### config.mk
export PLATFORM = sky130hd
export DESIGN_NAME = reset_button_supervisor
export DESIGN_NICKNAME = d
export VERILOG_FILES = /design/src/rbs_pkg.sv /design/src/reset_button_supervisor.sv
export SDC_FILE = /design/constraint.sdc
export NUM_CORES = 1
export LEC_CHECK = 0
export BUFFER_PORTS_ARGS = -buffer_cell sky130_fd_sc_hd__buf_2
export CAP_MARGIN = 20
export CORE_MARGIN = 1.5
export CORE_UTILIZATION = 54
export CTS_BUF_LIST = sky130_fd_sc_hd__clkbuf_16
export DETAILED_ROUTE_END_ITERATION = 16
export GPL_TIMING_DRIVEN = 0
export HOLD_SLACK_MARGIN = 0.12
export PLACE_DENSITY = 0.81
export SYNTH_ARGS = -nofsm -noshare
export SYNTH_HDL_FRONTEND = slang
export SYNTH_SLANG_ARGS = --single-unit
export TNS_END_PERCENT = 30
### constraint.sdc
create_clock -name clk -period 2.9 [get_ports clk]
set_input_delay 0.87 -clock clk [delete_from_list [all_inputs] [get_ports clk]]
set_output_delay 0.87 -clock clk [all_outputs]
set_load 0.02 [all_outputs]
### src/rbs_pkg.sv
// Shared types and constants for the reset button supervisor.
`default_nettype none

package rbs_pkg;

  localparam int unsigned CountWidth = 10;
  localparam int unsigned TimerWidth = 16;
  localparam int unsigned AddrWidth  = 3;
  localparam int unsigned DataWidth  = 32;

  // Debouncer states; bit 1 set means the debounced switch is pressed.
  localparam logic [1:0] ST_RELEASED  = 2'd0;
  localparam logic [1:0] ST_PRESSING  = 2'd1;
  localparam logic [1:0] ST_PRESSED   = 2'd2;
  localparam logic [1:0] ST_RELEASING = 2'd3;

  // Register byte addresses.
  localparam logic [AddrWidth-1:0] ADDR_DEBOUNCE_TICKS  = 3'd0;
  localparam logic [AddrWidth-1:0] ADDR_RESET_MIN_TICKS = 3'd4;

  localparam logic [CountWidth-1:0] DEBOUNCE_TICKS_RST  = 10'd25;
  localparam logic [TimerWidth-1:0] RESET_MIN_TICKS_RST = 16'd250;

  typedef struct packed {
    logic reset_assert;
    logic halt_led;
  } result_t;

endpackage

`default_nettype wire

### src/reset_button_supervisor.sv
// Top level of the reset button supervisor: debouncer, reset timer and output skid.
`default_nettype none

// Reset button supervisor. Each input word is one sampling tick carrying the
// button level (switch_pressed, 1 = pressed) and the CPU halt line (halt_line,
// 0 = halted); each tick gives exactly one output word. On a tick the minimum
// reset timer first counts down if nonzero, then a four-state debouncer
// (released, pressing, pressed, releasing) follows the button: a change must
// hold for debounce_ticks + 1 consecutive ticks (a value of 0 needs 1025). When the
// debounced switch becomes pressed the timer reloads from reset_min_ticks.
// reset_assert is high while the switch is held or the timer is nonzero, so it
// is also high for the first 249 ticks after reset. halt_led is the inverse
// of halt_line. Throughput is one word per clock while out_stall is low; the
// tick logic (a counter increment and compare, a timer decrement) feeds the
// state registers, and an output register with a one-word skid stage takes
// one input word while an output word waits. out_valid comes from a register.
// Registers (APB, 32-bit data): 0x0 debounce_ticks (10 bits, reset 25),
// 0x4 reset_min_ticks (16 bits, reset 250). Writing reset_min_ticks does not
// reload a running timer; it applies at the next press.
module reset_button_supervisor (
  input  wire logic                          clk,
  input  wire logic                          rst,
  // configuration port
  input  wire logic                          psel,
  input  wire logic                          penable,
  input  wire logic                          pwrite,
  input  wire logic [rbs_pkg::AddrWidth-1:0] paddr,
  input  wire logic [rbs_pkg::DataWidth-1:0] pwdata,
  output logic      [rbs_pkg::DataWidth-1:0] prdata,
  output logic                               pready,
  // input words
  input  wire logic                          in_valid,
  output logic                               in_stall,
  input  wire logic                          switch_pressed,
  input  wire logic                          halt_line,
  // output words
  output logic                               out_valid,
  input  wire logic                          out_stall,
  output logic                               reset_assert,
  output logic                               halt_led
);

  // Configuration registers
  logic [rbs_pkg::CountWidth-1:0] debounce_ticks;
  logic [rbs_pkg::TimerWidth-1:0] reset_min_ticks;

  // Supervisor state
  logic [1:0]                     debounce_state, debounce_state_next;
  logic [rbs_pkg::CountWidth-1:0] debounce_count, debounce_count_next;
  logic                           held_flag, held_flag_next;
  logic [rbs_pkg::TimerWidth-1:0] min_reset_count, min_reset_count_next;

  // Output register and skid stage
  rbs_pkg::result_t result_new;
  rbs_pkg::result_t out_word;
  rbs_pkg::result_t skid_word;
  logic             skid_valid;

  logic                           cfg_write;
  logic                           in_accept;
  logic                           out_take;
  logic [rbs_pkg::CountWidth-1:0] count_inc;
  logic                           count_hit;
  logic [rbs_pkg::TimerWidth-1:0] timer_dec;

  // ---------------------------------------------------------------------
  // APB register file: zero wait states, reads are a plain mux.
  // ---------------------------------------------------------------------
  assign pready    = 1'b1;
  assign cfg_write = psel && penable && pwrite && pready;

  always_ff @(posedge clk) begin
    if (rst) begin
      debounce_ticks  <= rbs_pkg::DEBOUNCE_TICKS_RST;
      reset_min_ticks <= rbs_pkg::RESET_MIN_TICKS_RST;
    end else if (cfg_write) begin
      case (paddr)
        rbs_pkg::ADDR_DEBOUNCE_TICKS:  debounce_ticks  <= pwdata[rbs_pkg::CountWidth-1:0];
        rbs_pkg::ADDR_RESET_MIN_TICKS: reset_min_ticks <= pwdata[rbs_pkg::TimerWidth-1:0];
        default: ;
      endcase
    end
  end

  always_comb begin
    case (paddr)
      rbs_pkg::ADDR_DEBOUNCE_TICKS:
        prdata = {{(rbs_pkg::DataWidth-rbs_pkg::CountWidth){1'b0}}, debounce_ticks};
      rbs_pkg::ADDR_RESET_MIN_TICKS:
        prdata = {{(rbs_pkg::DataWidth-rbs_pkg::TimerWidth){1'b0}}, reset_min_ticks};
      default:
        prdata = '0;
    endcase
  end

  // ---------------------------------------------------------------------
  // Handshake: the skid stage absorbs one word while the output is stalled,
  // so the input only stalls once both slots are full.
  // ---------------------------------------------------------------------
  assign in_stall  = skid_valid;
  assign in_accept = in_valid && !skid_valid;
  assign out_take  = out_valid && !out_stall;

  // ---------------------------------------------------------------------
  // Tick logic
  // ---------------------------------------------------------------------
  assign count_inc = debounce_count + 1'b1;   // wraps at 1024
  assign count_hit = (count_inc == debounce_ticks);
  assign timer_dec = (min_reset_count != '0) ? min_reset_count - 1'b1 : min_reset_count;

  always_comb begin
    debounce_state_next  = debounce_state;
    debounce_count_next  = debounce_count;
    held_flag_next       = held_flag;
    min_reset_count_next = timer_dec;

    case (debounce_state)
      rbs_pkg::ST_RELEASED: begin
        if (switch_pressed) begin
          debounce_count_next = '0;
          debounce_state_next = rbs_pkg::ST_PRESSING;
        end
      end
      rbs_pkg::ST_PRESSING: begin
        if (!switch_pressed) begin
          debounce_state_next = rbs_pkg::ST_RELEASED;
        end else begin
          debounce_count_next = count_inc;
          if (count_hit) debounce_state_next = rbs_pkg::ST_PRESSED;
        end
      end
      rbs_pkg::ST_PRESSED: begin
        if (!switch_pressed) begin
          debounce_count_next = '0;
          debounce_state_next = rbs_pkg::ST_RELEASING;
        end
      end
      rbs_pkg::ST_RELEASING: begin
        if (switch_pressed) begin
          debounce_state_next = rbs_pkg::ST_PRESSED;
        end else begin
          debounce_count_next = count_inc;
          if (count_hit) debounce_state_next = rbs_pkg::ST_RELEASED;
        end
      end
      default: ;
    endcase

    // Bit 1 of the state: debounced switch is pressed (pressed or releasing).
    if (!held_flag) begin
      if (debounce_state_next[1]) begin
        min_reset_count_next = reset_min_ticks;
        held_flag_next       = 1'b1;
      end
    end else if (!debounce_state_next[1]) begin
      held_flag_next = 1'b0;
    end

    result_new.reset_assert = held_flag_next || (min_reset_count_next != '0);
    result_new.halt_led     = !halt_line;
  end

  always_ff @(posedge clk) begin
    if (rst) begin
      debounce_state  <= rbs_pkg::ST_RELEASED;
      debounce_count  <= '0;
      held_flag       <= 1'b0;
      min_reset_count <= rbs_pkg::RESET_MIN_TICKS_RST;
    end else if (in_accept) begin
      debounce_state  <= debounce_state_next;
      debounce_count  <= debounce_count_next;
      held_flag       <= held_flag_next;
      min_reset_count <= min_reset_count_next;
    end
  end

  // ---------------------------------------------------------------------
  // Output register with skid
  // ---------------------------------------------------------------------
  always_ff @(posedge clk) begin
    if (rst) begin
      out_valid  <= 1'b0;
      skid_valid <= 1'b0;
    end else if (!out_valid || out_take) begin
      if (skid_valid) begin
        out_valid  <= 1'b1;
        skid_valid <= 1'b0;
      end else begin
        out_valid <= in_accept;
      end
    end else if (in_accept) begin
      skid_valid <= 1'b1;
    end
  end

  always_ff @(posedge clk) begin
    if (!out_valid || out_take) begin
      if (skid_valid) begin
        out_word <= skid_word;
      end else if (in_accept) begin
        out_word <= result_new;
      end
    end else if (in_accept) begin
      skid_word <= result_new;
    end
  end

  assign reset_assert = out_word.reset_assert;
  assign halt_led     = out_word.halt_led;

endmodule

`default_nettype wire
==> metrics.md <==
| Metric | Value |
|---|---|
| Outcome | `complete, no violations` |
| Row Count | `29` |
| Starting Density | `56.9%` |
| DRT Pass-1 Iters | `7` |
| RePlAce Congestion | `0.924` |
| Die area | `7350 um2` |
| Post-synthesis sequential area ratio | `33.6%` |
| Worst-Skew Late Latency | `0.33 ns` |
| Htree depth | `3` |
| CP Capture Type | `register` |
| Synth area leader | `dfxtp_1` |
| DP Wirelength | `7140 um` |
| Layout Cells excl Fill | `632` |
| Synth area leaders | `dfxtp_1 (30%), nand2_1 (7.6%), a21oi_1 (4.7%)` |
| Slew headroom | `51.9%` |
| GR Util met3 | `7.31%` |
| GR Util met1 | `35.9%` |
| GR Util met2 | `45.0%` |
| Core area | `6490 um2` |
| Dpl cell area | `4080 um2` |
| Peak supply drop | `0.301 mV` |
| Sw frac | `26.2%` |
| #FFs+latches synth | `60` |
| Crit-path cells | `clkbuf_2 -> or4_4 -> or3_1 -> a21oi_1 -> nand4_1 -> nor4_1 -> nand4_1 -> mux2_2` |
| Ratio of final minimum period to clock period | `96.5%` |
| CP Buf/Inv Count | `1` |
| Pwr per Cell Area | `457 nW/um2` |
| Share of cells above drive strength 1 | `22.0%` |
| CTS tree | `yes` |
| Final Skew | `0.00398 ns` |
| Leading cell type in the layout, fill and taps excluded | `nand2_1` |
| Largest net degree at the start of global routing | `21` |
| Final core occ | `68.3%` |
| Combinational Power Share | `10.9%` |
| FMAX | `357 MHz` |
| Fin crit period | `2.80 ns` |
| Slew @ Worst Pin | `0.721 ns` |
| Clk pwr share | `46.7%` |
| Hold Crit Start | `reset_min_ticks[14]` |
| PortBufs | `46` |
| # Max-Cap Violations | `0` |
| Critical path's most frequent cell | `nand4_1` |
| Area of the multi-input gates | `2240 um2` |
| Clock buffer depth | `2` |
| CTS Sinks | `60` |
| WP data required | `2.98 ns` |
| Hold Crit Depth | `2` |
| Power Total | `2.03 mW` |
| Synth unique cells | `59` |
| Number of global-route vias before repair | `3,295` |
| Detailed-route via count | `3,669` |
| Die width | `85.8 um` |
| Lkg Pwr | `1.90 nW` |
| Fin. Hold Viols | `0` |
| R2r setup slk | `0.10 ns` |
| Via density | `5.81` |
| Reg-to-reg critical path startpoint | `min_reset_count[4]` |
| Number of synthesized flops with an enable pin | `4` |
| Placed cells | `613` |
| P_sw | `531 uW` |
| Detailed Route Iter0 Violations | `281` |
| Syn Inst Count | `475` |
| First-pass GRT wire length | `16,000 um` |
| Share of the synthesized area in the top cell type | `30.3%` |
| Grt peak-use layer | `met2` |
| Leading cell types in the layout, fill and taps excluded | `nand2_1 (75), dfxtp_1 (56), buf_2 (49)` |
| Fillers | `545` |
| Worst-path clk slew | `0.05 ns` |
| I/O pins | `81` |
| DR WL/cell | `15.9 um` |
| Fin nets | `597` |
| Slew Limit Fails | `0` |
| Area grow syn2layout | `19.9%` |
| Crit Path Max Fanout | `8` |
| Mapped cell area | `3700 um2` |
| Crit path max-delay family | `simple AND/OR/NAND/NOR gates` |
| CP max stage delay | `0.58 ns` |
| CP Class | `reg -> reg` |
| Final setup viols | `0` |
| Total GRT Usage | `27.8%` |
| Sequential Power Share | `42.4%` |
| Gr ovfl total | `0` |
| Dominant synthesized flop cell | `dfxtp_1` |
| Die Y | `85.8 um` |
| WL final | `10,100 um` |
| CP startpoint kind | `register` |
| Residual DRC | `0` |
| Hold Path Sink | `reset_min_ticks[14]` |
| Yosys warns | `0` |
| Root Buffer | `clkbuf_16` |
| Worst hold path class | `reg -> reg` |
| Storage element area | `1240 um2` |
| R2R depth | `8` |
| Antenna Diode Count | `0` |
| Async set-reset flop share out of synthesis | `0%` |
| Initial antenna violation count | `0` |
| CTS Buf Count | `9` |
| FF-to-FF End | `reset_assert` |
| Cts hold-fix bufs | `0` |
| Finished Cell Area | `4440 um2` |
| Internal Power | `1.49 mW` |
| Syn avg cell area | `7.79 um2` |
| Slowest cell on crit path | `or4_4` |
| Crit path DAT | `2.88 ns` |
| Post-DRT Antenna Nets | `0` |
## per-stage QoR
| stage | TNS (ns) | hold slack (ns) | setup slack (ns) |
|---|---|---|---|
| finish | 0 | 0.479 | 0.101 |
| global placement | -3.39 | 0.460 | -0.380 |
| global route | -0.0557 | 0.507 | -0.0557 |
| detailed placement | -3.37 | 0.478 | -0.375 |
| floorplan | 0 | 0.440 | 0.0589 |
| CTS | 0 | 0.486 | 0.0387 |
## layout make-up
class	count	share of cell area, %
sequential	60	28.0
clock inverter	7	0.790
buffer	46	6.40
clock buffer	9	5.08
timing repair buffer	52	6.15
tap	77	2.17
multi-input combinational	369	50.4
inverter	12	1.02
## timing repair
item | in CTS | in global routing
endpoints found under the setup margin | 13 | 9
pin swaps | 1 | 2
cloned | 0 | 0
gates resized for setup | 2 | 9
buffers inserted | 0 | 5
## sequential cells by signal, summed over array words and instances, names as in the netlist, 2 cells and up
name / cells
debounce_count: 10
skid_word: 2
reset_min_ticks: 16
debounce_ticks: 10
debounce_state: 2
min_reset_count: 16
## cell usage after synthesis (all sizes together) (6+ instances only)
cell type  number
a21oi          36
nor3           18
a21o            7
xor2            7
nand3          11
nand2          75
nor4            9
mux2i          15
buf            26
a22oi          11
nor2           41
clkbuf         23
mux2            7
nand2b          6
and3           13
nand4           7
nand3b         11
o21ai          22
inv            12
xnor2          11
dfxtp          56
## worst reg2reg max path, delay by kind of cell, from the launching register on
kind	cells	cell delay, ns
AOI/OAI and AO/OA	1	0.24
buffers and inverters	1	0.16
DFF	1	0.30
muxes	1	0.29
and+or+nand+nor	5	1.56
## logic make-up after synthesis
group                    count (synthesis)  synth area share (%)
buffers and inverters                   61                  9.20
AND/OR/NAND/NOR                        216                  30.0
AO/OA/AOI/OAI                           93                  15.5
other                                    2                 0.203
multiplexers                            22                  6.19
adder cells (fa/ha/maj)                  3                  1.01
flip-flops                              60                  33.6
XOR/XNOR                                18                  4.26
## power groups by stage
| stage | logic [mW] | clock network (mW) | registers [mW] |
|---|---|---|---|
| 3_5_place_dp | 0.212 | 0 | 0.876 |
| 2_1_floorplan | 0.150 | 0 | 0.875 |
| 3_3_place_gp | 0.210 | 0 | 0.876 |
| 6_report | 0.220 | 0.946 | 0.859 |
| 4_1_cts | 0.213 | 0.952 | 0.859 |
| 5_1_grt | 0.240 | 0.995 | 0.861 |
## worst max path at each step
stage / startpoint / endpoint / slack [ns] / depth (start not counted)
after global placement: paddr[2] / prdata[8] / -0.38 / 6
final: min_reset_count[4] / reset_assert / 0.10 / 8
after detailed placement: paddr[2] / prdata[9] / -0.38 / 6
after floorplan: paddr[2] / prdata[0] / 0.06 / 4
after global routing: min_reset_count[4] / reset_assert / -0.06 / 9
after CTS: min_reset_count[0] / reset_assert / 0.04 / 10
## per-layer routing
metal	up-vias	share of wire (%)
met5	-	0
met3	22	6.9
li1	1777	-
met2	145	49
met1	1725	42
met4	0	2.3
Power figures use the tool's default switching activity.
